==> src/hw/rtl/xoshiro256pp_generator_core_defines.svh <==
// Assertion macros shared by the xoshiro256++ generator RTL.
// Included by the modules that carry concurrent checks; no other dependencies.
`ifndef XOSHIRO256PP_GENERATOR_CORE_DEFINES_SVH
`define XOSHIRO256PP_GENERATOR_CORE_DEFINES_SVH

`ifndef SYNTHESIS
`define XOSHPP_ASSERT(lbl, clk, rstn, prop) \
  lbl: assert property (@(posedge clk) disable iff (!rstn) prop) \
    else $error("xoshpp assertion failed");
`define XOSHPP_ASSERT_NEVER(lbl, clk, rstn, cond) \
  `XOSHPP_ASSERT(lbl, clk, rstn, !(cond))
`else
`define XOSHPP_ASSERT(lbl, clk, rstn, prop)
`define XOSHPP_ASSERT_NEVER(lbl, clk, rstn, cond)
`endif

`endif

==> src/hw/rtl/xoshpp_pkg.sv <==
// Shared types, constants and step functions for the xoshiro256++ generator.
// No dependencies; used by the interfaces, controller, datapath and top level.
package xoshpp_pkg;

  localparam int unsigned WordW     = 64;
  localparam int unsigned HalfW     = 32;
  localparam int unsigned NumWords  = 4;
  localparam int unsigned OpW       = 2;
  localparam int unsigned JumpSteps = 256;
  localparam int unsigned StepW     = $clog2(JumpSteps);
  localparam int unsigned WordIdxW  = $clog2(NumWords);
  localparam int unsigned MulPhaseW = 2;

  typedef logic [WordW-1:0] word_t;
  typedef logic [HalfW-1:0] half_t;
  typedef word_t [NumWords-1:0] gen_state_t;

  typedef enum logic [OpW-1:0] {
    OP_SEED      = 2'd0,
    OP_NEXT      = 2'd1,
    OP_JUMP      = 2'd2,
    OP_LONG_JUMP = 2'd3
  } xoshpp_op_e;

  // Phases of the shared 32x32 multiplier building a 64-bit low product.
  localparam logic [MulPhaseW-1:0] MUL_LL  = 2'd0;
  localparam logic [MulPhaseW-1:0] MUL_LH  = 2'd1;
  localparam logic [MulPhaseW-1:0] MUL_HL  = 2'd2;
  localparam logic [MulPhaseW-1:0] MUL_SUM = 2'd3;

  localparam word_t SmGamma = 64'h9E37_79B9_7F4A_7C15;
  localparam word_t SmMul1  = 64'hBF58_476D_1CE4_E5B9;
  localparam word_t SmMul2  = 64'h94D0_49BB_1331_11EB;

  localparam int unsigned SmShift1 = 30;
  localparam int unsigned SmShift2 = 27;
  localparam int unsigned SmShift3 = 31;
  localparam int unsigned ShiftT   = 17;
  localparam int unsigned RotOut   = 23;
  localparam int unsigned RotS3    = 45;

  // Bit i*64+b is bit b of polynomial word i.
  localparam logic [JumpSteps-1:0] JumpPoly = {
    64'h39AB_DC45_29B1_661C, 64'hA958_2618_E03F_C9AA,
    64'hD5A6_1266_F0C9_392C, 64'h180E_C6D3_3CFD_0ABA
  };
  localparam logic [JumpSteps-1:0] LongJumpPoly = {
    64'h3910_9BB0_2ACB_E635, 64'h7771_0069_854E_E241,
    64'hC500_4E44_1C52_2FB3, 64'h76E1_5D3E_FEFD_CBBF
  };

  function automatic word_t rotl(word_t x, int unsigned k);
    return (x << k) | (x >> (WordW - k));
  endfunction

  function automatic word_t out_word(gen_state_t s);
    return rotl(s[0] + s[3], RotOut) + s[0];
  endfunction

  function automatic gen_state_t advance(gen_state_t s);
    gen_state_t n;
    word_t      t;
    t    = s[1] << ShiftT;
    n    = s;
    n[2] = s[2] ^ s[0];
    n[3] = s[3] ^ s[1];
    n[1] = s[1] ^ n[2];
    n[0] = s[0] ^ n[3];
    n[2] = n[2] ^ t;
    n[3] = rotl(n[3], RotS3);
    return n;
  endfunction

  // Controller to datapath commands.
  typedef struct packed {
    logic                 next_step;
    logic                 seed_load;
    logic                 sm_add;
    logic                 mul_en;
    logic [MulPhaseW-1:0] mul_phase;
    logic                 mul_c2;
    logic                 sm_mix;
    logic                 sm_write;
    logic [WordIdxW-1:0]  word_idx;
    logic                 jump_clear;
    logic                 jump_step;
    logic                 jump_long;
    logic [StepW-1:0]     jump_bit;
    logic                 jump_commit;
  } dp_cmd_t;

  // Datapath to controller status.
  typedef struct packed {
    logic out_free;
  } dp_status_t;

endpackage

==> src/hw/rtl/xoshpp_req_if.sv <==
// Request channel: operation and seed, valid/ready handshake.
// Depends on xoshpp_pkg.
interface xoshpp_req_if import xoshpp_pkg::*; ();
  logic              valid;
  logic              ready;
  logic [OpW-1:0]    operation;
  logic [WordW-1:0]  seed_value;

  modport source (output valid, output operation, output seed_value, input ready);
  modport sink   (input valid, input operation, input seed_value, output ready);
endinterface

==> src/hw/rtl/xoshpp_rsp_if.sv <==
// Response channel: one random word per beat, valid/ready handshake.
// Depends on xoshpp_pkg.
interface xoshpp_rsp_if import xoshpp_pkg::*; ();
  logic              valid;
  logic              ready;
  logic [WordW-1:0]  random_word;

  modport source (output valid, output random_word, input ready);
  modport sink   (input valid, input random_word, output ready);
endinterface

==> src/hw/rtl/xoshiro256pp_generator_core.sv <==
// Top level of the xoshiro256++ generator: request and response channels,
// controller and datapath. Depends on xoshpp_pkg, the interfaces and submodules.
//
//   channel | dir | beat payload                        | handshake
//   --------+-----+-------------------------------------+------------
//   req_i   | in  | operation[1:0], seed_value[63:0]    | valid/ready
//   rsp_o   | out | random_word[63:0] (next only)       | valid/ready
//
// Next: the step runs on the accept edge and the word sits in an output register,
//   so a new next beat is taken while that word is being taken.
// Seed: four SplitMix64 words, each built with the single shared 32x32
//   multiplier (two 64-bit products per word).
// Jump / long jump: one generator step per cycle plus a final state load.
//   Requests are held off while a seed or jump runs.
// Reset clears the four state words at once (no clearing pass); seed before use.
// A stalled rsp_o holds the word and blocks the next request until taken.

module xoshiro256pp_generator_core import xoshpp_pkg::*; (
  input  logic          clk_i,
  input  logic          rst_ni,
  xoshpp_req_if.sink    req_i,
  xoshpp_rsp_if.source  rsp_o
);

  dp_cmd_t    cmd;
  dp_status_t status;

  xoshpp_ctrl u_ctrl (
    .clk_i       (clk_i),
    .rst_ni      (rst_ni),
    .req_valid_i (req_i.valid),
    .req_op_i    (req_i.operation),
    .req_ready_o (req_i.ready),
    .status_i    (status),
    .cmd_o       (cmd)
  );

  xoshpp_datapath u_datapath (
    .clk_i        (clk_i),
    .rst_ni       (rst_ni),
    .cmd_i        (cmd),
    .seed_value_i (req_i.seed_value),
    .out_ready_i  (rsp_o.ready),
    .out_valid_o  (rsp_o.valid),
    .out_word_o   (rsp_o.random_word),
    .status_o     (status)
  );

endmodule

==> src/hw/rtl/xoshpp_datapath.sv <==
// Generator state, SplitMix64 seeding datapath, jump accumulator, output register.
// Depends on xoshpp_pkg and the assertion macro header.
`include "xoshiro256pp_generator_core_defines.svh"

module xoshpp_datapath import xoshpp_pkg::*; (
  input  logic        clk_i,
  input  logic        rst_ni,
  input  dp_cmd_t     cmd_i,
  input  word_t       seed_value_i,
  input  logic        out_ready_i,
  output logic        out_valid_o,
  output word_t       out_word_o,
  output dp_status_t  status_o
);

  gen_state_t s_q, s_d;
  gen_state_t jacc_q;
  word_t      acc_q, z_q, mul_q, prod_q, word_q;
  logic       out_valid_q;

  word_t sm_sum, mul_full, mul_const, mixed_word;
  half_t mul_a, mul_b;
  logic  poly_bit;

  assign sm_sum     = acc_q + SmGamma;
  assign mul_const  = cmd_i.mul_c2 ? SmMul2 : SmMul1;
  assign mul_a      = (cmd_i.mul_phase == MUL_HL) ? z_q[WordW-1:HalfW] : z_q[HalfW-1:0];
  assign mul_b      = (cmd_i.mul_phase == MUL_LH) ? mul_const[WordW-1:HalfW]
                                                  : mul_const[HalfW-1:0];
  // upper halves are zero: a 32x32 multiplier with a full 64-bit product
  assign mul_full   = {{HalfW{1'b0}}, mul_a} * {{HalfW{1'b0}}, mul_b};
  assign mixed_word = prod_q ^ (prod_q >> SmShift3);
  assign poly_bit   = cmd_i.jump_long ? LongJumpPoly[cmd_i.jump_bit]
                                      : JumpPoly[cmd_i.jump_bit];

  always_comb begin
    s_d = s_q;
    if (cmd_i.next_step || cmd_i.jump_step) begin
      s_d = advance(s_q);
    end else if (cmd_i.sm_write) begin
      s_d[cmd_i.word_idx] = mixed_word;
    end else if (cmd_i.jump_commit) begin
      s_d = jacc_q;
    end
  end

  always_ff @(posedge clk_i or negedge rst_ni) begin
    if (!rst_ni) begin
      s_q         <= '0;
      out_valid_q <= 1'b0;
    end else begin
      s_q <= s_d;
      if (cmd_i.next_step) begin
        out_valid_q <= 1'b1;
      end else if (out_ready_i) begin
        out_valid_q <= 1'b0;
      end
    end
  end

  always_ff @(posedge clk_i) begin
    if (cmd_i.next_step) begin
      word_q <= out_word(s_q);
    end
    if (cmd_i.seed_load) begin
      acc_q <= seed_value_i;
    end else if (cmd_i.sm_add) begin
      acc_q <= sm_sum;
    end
    if (cmd_i.sm_add) begin
      z_q <= sm_sum ^ (sm_sum >> SmShift1);
    end else if (cmd_i.sm_mix) begin
      z_q <= prod_q ^ (prod_q >> SmShift2);
    end
    // Low 64 bits of z*c: lo*lo + ((lo*hi + hi*lo) << 32).
    if (cmd_i.mul_en) begin
      mul_q <= mul_full;
      case (cmd_i.mul_phase)
        MUL_LH:  prod_q <= mul_q;
        MUL_HL,
        MUL_SUM: prod_q <= prod_q + {mul_q[HalfW-1:0], {HalfW{1'b0}}};
        default: prod_q <= prod_q;
      endcase
    end
    if (cmd_i.jump_clear) begin
      jacc_q <= '0;
    end else if (cmd_i.jump_step && poly_bit) begin
      jacc_q <= jacc_q ^ s_q;
    end
  end

  assign out_valid_o       = out_valid_q;
  assign out_word_o        = word_q;
  assign status_o.out_free = !out_valid_q || out_ready_i;

  `XOSHPP_ASSERT(a_next_sets_valid, clk_i, rst_ni, cmd_i.next_step |=> out_valid_q)
  `XOSHPP_ASSERT(a_mul_order, clk_i, rst_ni,
    (cmd_i.mul_en && cmd_i.mul_phase == MUL_LH) |->
      ($past(cmd_i.mul_en) && $past(cmd_i.mul_phase) == MUL_LL))
  `XOSHPP_ASSERT_NEVER(a_commit_vs_step, clk_i, rst_ni,
    cmd_i.jump_commit && (cmd_i.jump_step || cmd_i.next_step))

endmodule

==> src/hw/rtl/xoshpp_ctrl.sv <==
// Sequencer for seed and jump operations and request handshake control.
// Depends on xoshpp_pkg and the assertion macro header.
`include "xoshiro256pp_generator_core_defines.svh"

module xoshpp_ctrl import xoshpp_pkg::*; (
  input  logic            clk_i,
  input  logic            rst_ni,
  input  logic            req_valid_i,
  input  logic [OpW-1:0]  req_op_i,
  output logic            req_ready_o,
  input  dp_status_t      status_i,
  output dp_cmd_t         cmd_o
);

  typedef enum logic [7:0] {
    ST_IDLE   = 8'b0000_0001,
    ST_ADD    = 8'b0000_0010,
    ST_MUL1   = 8'b0000_0100,
    ST_MIX    = 8'b0000_1000,
    ST_MUL2   = 8'b0001_0000,
    ST_WRITE  = 8'b0010_0000,
    ST_JUMP   = 8'b0100_0000,
    ST_COMMIT = 8'b1000_0000
  } ctrl_state_e;

  ctrl_state_e          state_q, state_d;
  logic [WordIdxW-1:0]  word_idx_q, word_idx_d;
  logic [MulPhaseW-1:0] phase_q, phase_d;
  logic [StepW-1:0]     step_q, step_d;
  logic                 long_q, long_d;
  logic                 accept;
  logic                 is_jump;

  assign req_ready_o = (state_q == ST_IDLE) && status_i.out_free;
  assign accept      = req_valid_i && req_ready_o;
  assign is_jump     = (req_op_i == OP_JUMP) || (req_op_i == OP_LONG_JUMP);

  always_comb begin
    state_d    = state_q;
    word_idx_d = word_idx_q;
    phase_d    = phase_q;
    step_d     = step_q;
    long_d     = long_q;
    cmd_o      = '0;
    cmd_o.mul_phase = phase_q;
    cmd_o.word_idx  = word_idx_q;
    cmd_o.jump_bit  = step_q;
    cmd_o.jump_long = long_q;
    case (state_q)
      ST_IDLE: begin
        if (accept) begin
          case (req_op_i)
            OP_SEED: begin
              cmd_o.seed_load = 1'b1;
              word_idx_d      = '0;
              phase_d         = MUL_LL;
              state_d         = ST_ADD;
            end
            OP_NEXT: begin
              cmd_o.next_step = 1'b1;
            end
            default: begin
              cmd_o.jump_clear = 1'b1;
              long_d           = (req_op_i == OP_LONG_JUMP);
              step_d           = '0;
              state_d          = ST_JUMP;
            end
          endcase
        end
      end
      ST_ADD: begin
        cmd_o.sm_add = 1'b1;
        state_d      = ST_MUL1;
      end
      ST_MUL1: begin
        cmd_o.mul_en = 1'b1;
        phase_d      = phase_q + 1'b1;
        if (phase_q == MUL_SUM) begin
          state_d = ST_MIX;
        end
      end
      ST_MIX: begin
        cmd_o.sm_mix = 1'b1;
        state_d      = ST_MUL2;
      end
      ST_MUL2: begin
        cmd_o.mul_en = 1'b1;
        cmd_o.mul_c2 = 1'b1;
        phase_d      = phase_q + 1'b1;
        if (phase_q == MUL_SUM) begin
          state_d = ST_WRITE;
        end
      end
      ST_WRITE: begin
        cmd_o.sm_write = 1'b1;
        word_idx_d     = word_idx_q + 1'b1;
        state_d        = (word_idx_q == WordIdxW'(NumWords - 1)) ? ST_IDLE : ST_ADD;
      end
      ST_JUMP: begin
        cmd_o.jump_step = 1'b1;
        step_d          = step_q + 1'b1;
        if (step_q == StepW'(JumpSteps - 1)) begin
          state_d = ST_COMMIT;
        end
      end
      ST_COMMIT: begin
        cmd_o.jump_commit = 1'b1;
        state_d           = ST_IDLE;
      end
      default: begin
        state_d = ST_IDLE;
      end
    endcase
  end

  always_ff @(posedge clk_i or negedge rst_ni) begin
    if (!rst_ni) begin
      state_q    <= ST_IDLE;
      word_idx_q <= '0;
      phase_q    <= MUL_LL;
      step_q     <= '0;
      long_q     <= 1'b0;
    end else begin
      state_q    <= state_d;
      word_idx_q <= word_idx_d;
      phase_q    <= phase_d;
      step_q     <= step_d;
      long_q     <= long_d;
    end
  end

  `XOSHPP_ASSERT(a_jump_starts, clk_i, rst_ni, (accept && is_jump) |=> (state_q == ST_JUMP))
  `XOSHPP_ASSERT(a_commit_after_jump, clk_i, rst_ni,
    (state_q == ST_COMMIT) |-> ($past(state_q) == ST_JUMP && $past(step_q) == StepW'(JumpSteps - 1)))
  `XOSHPP_ASSERT(a_next_has_room, clk_i, rst_ni, cmd_o.next_step |-> status_i.out_free)

endmodule

==> src/flat_wrapper.sv <==
// flat-port wrapper written by rule: the top's interface ports become plain ports
module xoshiro256pp_generator_core_flat import xoshpp_pkg::*;
  (clk_i, rst_ni, req_i_valid, req_i_operation, req_i_seed_value, req_i_ready, rsp_o_valid, rsp_o_random_word, rsp_o_ready);
  xoshpp_req_if req_i_i ();
  xoshpp_rsp_if rsp_o_i ();
  input  logic clk_i;
  input  logic rst_ni;
  input wire logic [$bits(req_i_i.valid)-1:0] req_i_valid;
  input wire logic [$bits(req_i_i.operation)-1:0] req_i_operation;
  input wire logic [$bits(req_i_i.seed_value)-1:0] req_i_seed_value;
  output wire logic [$bits(req_i_i.ready)-1:0] req_i_ready;
  output wire logic [$bits(rsp_o_i.valid)-1:0] rsp_o_valid;
  output wire logic [$bits(rsp_o_i.random_word)-1:0] rsp_o_random_word;
  input wire logic [$bits(rsp_o_i.ready)-1:0] rsp_o_ready;
  assign req_i_i.valid = req_i_valid;
  assign req_i_i.operation = req_i_operation;
  assign req_i_i.seed_value = req_i_seed_value;
  assign req_i_ready = req_i_i.ready;
  assign rsp_o_valid = rsp_o_i.valid;
  assign rsp_o_random_word = rsp_o_i.random_word;
  assign rsp_o_i.ready = rsp_o_ready;
  xoshiro256pp_generator_core u_core (.clk_i(clk_i), .rst_ni(rst_ni), .req_i(req_i_i), .rsp_o(rsp_o_i));
endmodule
==> config.mk <==
export PLATFORM = sky130hd
export DESIGN_NAME = xoshiro256pp_generator_core_flat
export DESIGN_NICKNAME = d
export VERILOG_FILES = /design/src/hw/rtl/xoshpp_pkg.sv /design/src/hw/rtl/xoshpp_req_if.sv /design/src/hw/rtl/xoshpp_rsp_if.sv /design/src/hw/rtl/xoshiro256pp_generator_core.sv /design/src/hw/rtl/xoshpp_datapath.sv /design/src/hw/rtl/xoshpp_ctrl.sv /design/src/flat_wrapper.sv
export VERILOG_INCLUDE_DIRS = /design/src /design/src/hw/rtl
export SDC_FILE = /design/constraint.sdc
export NUM_CORES = 2
export LEC_CHECK = 0
export ABC_AREA = 1
export BUFFER_PORTS_ARGS = -buffer_cell sky130_fd_sc_hd__buf_2
export CORE_MARGIN = 2
export CORE_UTILIZATION = 45
export CTS_CLUSTER_SIZE = 40
export DETAILED_ROUTE_END_ITERATION = 7
export GPL_TIMING_DRIVEN = 0
export PLACE_DENSITY = 0.68
export SYNTH_ARGS = -nofsm -noshare
export SYNTH_HDL_FRONTEND = slang
export SYNTH_SLANG_ARGS = --single-unit
==> constraint.sdc <==
create_clock -name clk_i -period 13.47 [get_ports clk_i]
set_input_delay 2.0205 -clock clk_i [delete_from_list [all_inputs] [get_ports clk_i]]
set_output_delay 2.0205 -clock clk_i [all_outputs]
set_load 0.01 [all_outputs]
==> results.ini <==
[synth]
synth.distinct_cells=55
yosys_warnings=0
synth.avg_cell_area_sq_um=7.315
synth_area_sq_um=91040
netlist_instances=12450
ys_ff_latch=854
ys_seq_area_share_pct=23.83
syn_nets=13850

[sta]
max_freq_ghz=0.07600
finalSetupTns_ns=0
max_slew.worst_pin.slew_ns=1.462
fin_crit_sh_pct=97.68
timing.hold.ws_ns=0.5179
clock-skew-final_ns=0.05871
post-route-min-period_ns=13.16
drv_slew=0
rsz0062_at_grt=false
hold_violations=0
setup_violations=0
slew_headroom_pct=1.520

[routing]
drc=2
ant_nets=0
wl_per_cell_um=26.07
dr.pass1.iters=8
drt_iter0_drc=12260
wl_um=403800
vias=88040
via_per_inst=5.685

[worst_setup_path]
cp.arrival_ns=13.66
cp.required_ns=13.97
critPathKind=register to register
start_kind=register
slowest_stage=buf_1
cpPeakStageDelay_ns=1.13
cp-end-kind=register
cp_max_fo=11

[clocking]
htreeDepth=3
cts_sinks=854
root_buffer=clkbuf_16
cts_tree=done
cts_setup_buffers=0
clk_pin_slew_worst_paths_ns=0.06
numCtsBuffers=95
clk_latency_ns=0.80
cts_hold_buf=0
clockBufferDepth=3
post_cts_resized=0

[placed_design]
numPortBuffers=135
place_inst=15290
gp_congestion=1.105
hpwlAfterDp_um=333500

[die]
core_sq_um=201700
die_y_um=453.8
ios=136
fp.dieArea_sq_um=205900
start_util_pct=45.14
die_w_um=453.8
fp-row-count=165

[global_routing]
grt-ovfl-total=0
antenna_found_initial=28
grt_pass1_vias=81710
track_usage_pct=38.49
grt_start_max_net_pins=102
grt_pass1_wl_um=571500

[run_status]
violations=DRC, capacitance limit
status=finished with violations

[flow_run]
max-cap-violations=1

[worst_hold_path]
hold_path_class=register to register

[layout]
drive_above_1_share_pct=4.860
layout_commonest_cell=nand2_1
final_cell_mix=2893 x nand2_1, 2219 x inv_1, 1530 x nor2_1
finalNonFillerCells=15490
final_core_util_pct=49.22
syn_to_final_growth_pct=9.049
nets=14120

==> state kept, by name, indices dropped and copies added (netlist names) <==
signal	cells
u_core.u_datapath.jacc_q	256
u_core.u_datapath.s_q	256
u_core.u_datapath.acc_q	64
u_core.u_datapath.mul_q	64
u_core.u_datapath.out_word_o	64
u_core.u_datapath.prod_q	64
u_core.u_datapath.z_q	64
u_core.u_ctrl.state_q	8
u_core.u_ctrl.step_q	8
u_core.u_ctrl.phase_q	2
u_core.u_ctrl.word_idx_q	2
u_core.u_ctrl.long_q	1
u_core.u_datapath.out_valid_o	1
==> through the flow <==
stage / instance area, sq um / worst slack (ns)
floorplan: 91040 / 5.289
global placement: 95060 / 1.053
detailed placement: 95820 / 1.031
CTS: 99190 / 0.9746
global route: 99240 / 0.3317
finish: 99280 / 0.3128
==> cell type report <==
class	count	area [sq um]
multi-input combinational	8856	58990
buffer	481	2180
fill	20520	102400
tap	2672	3343
inverter	2254	8461
clock inverter	58	758.2
clock buffer	122	2611
timing repair buffer	173	1204
sequential	854	21690
antenna	16	40.04
==> worst paths after layout <==
check / start / endpoint / slack [ns] / depth (start not counted)
worst max register to register: u_core.u_ctrl.state_q[3]$_DFFE_PN0P_ / u_core.u_datapath.mul_q[44]$_DFFE_PN_ / 0.31 / 36
min in group asynchronous: rst_ni / u_core.u_datapath.s_q[5]$_DFFE_PN0P_ / 1.01 / 1
max in group asynchronous: rst_ni / u_core.u_datapath.s_q[89]$_DFFE_PN0P_ / 11.19 / 3
worst max-delay path: u_core.u_ctrl.state_q[3]$_DFFE_PN0P_ / u_core.u_datapath.mul_q[44]$_DFFE_PN_ / 0.31 / 36
worst min-delay path: u_core.u_datapath.mul_q[54]$_DFFE_PN_ / u_core.u_datapath.prod_q[54]$_DFFE_PP_ / 0.52 / 2
worst min register to register: u_core.u_datapath.mul_q[54]$_DFFE_PN_ / u_core.u_datapath.prod_q[54]$_DFFE_PP_ / 0.52 / 2
==> synth_stat cells, drive strengths merged <==
cell	instances	area share, %
xor2	568	5.5
o21bai	40	0.33
o41ai	1	0.0096
a21boi	24	0.20
or2	24	0.17
edfxtp	320	11
and3	3	0.021
dfstp	1	0.029
a22oi	3	0.025
o211a	1	0.011
nand4	144	1.0
nor4	15	0.10
dfrtp	277	7.6
o2111ai	7	0.067
clkbuf	261	1.1
o21a	18	0.15
nor3	101	0.56
o22ai	69	0.47
dfxtp	256	5.6
ha	528	7.3
o311ai	2	0.019
nand3	569	3.1
clkinv	11	0.045
and2	4	0.027
fa	809	18
o211ai	73	0.60
a21oi	356	2.0
o31ai	6	0.049
a211oi	4	0.033
xnor2	170	1.6
nand2	2899	12
a31oi	33	0.23
inv	2243	9.2
nand3b	21	0.18
buf	220	1.3
a21o	38	0.31
o21ai	789	4.4
nor3b	1	0.0082
nor2	1536	6.3
==> critical path, delay by kind of cell (launching register included) <==
family | cells | cell delay, ns
flip-flops | 1 | 0.40
AND/OR/NAND/NOR | 10 | 2.39
AO/OA/AOI/OAI | 1 | 0.12
buffers and inverters | 14 | 4.90
adder cells (fa/ha/maj) | 10 | 4.87
XOR/XNOR | 1 | 0.15
==> cell families (layout without fill, tap and decap cells) <==
family	Yosys count	after routing	share of synthesized area [%]
buf+inv	2735	3088	11.69
simple gates	5317	5317	23.52
fa+ha+maj	1337	1337	25.05
compound gates	1464	1464	8.818
other cells	0	16	0
xor+xnor	738	738	7.100
flops	854	854	23.83
==> metal layers <==
| metal | global-route usage [%] | part of all wire, % | vias up | routed length [um] |
|---|---|---|---|---|
| li1 | - | - | 39090 | - |
| met1 | 49.78 | 38 | 41860 | 153000 |
| met2 | 55.02 | 41 | 5704 | 164300 |
| met3 | 11.55 | 13 | 1356 | 51520 |
| met4 | 26.20 | 8.5 | 22 | 34390 |
| met5 | 1.539 | 0.14 | - | 572 |
Power is left out: the tool's default activity adds up to more than one toggle a clock period on the data nets, which glitch-free logic cannot reach.
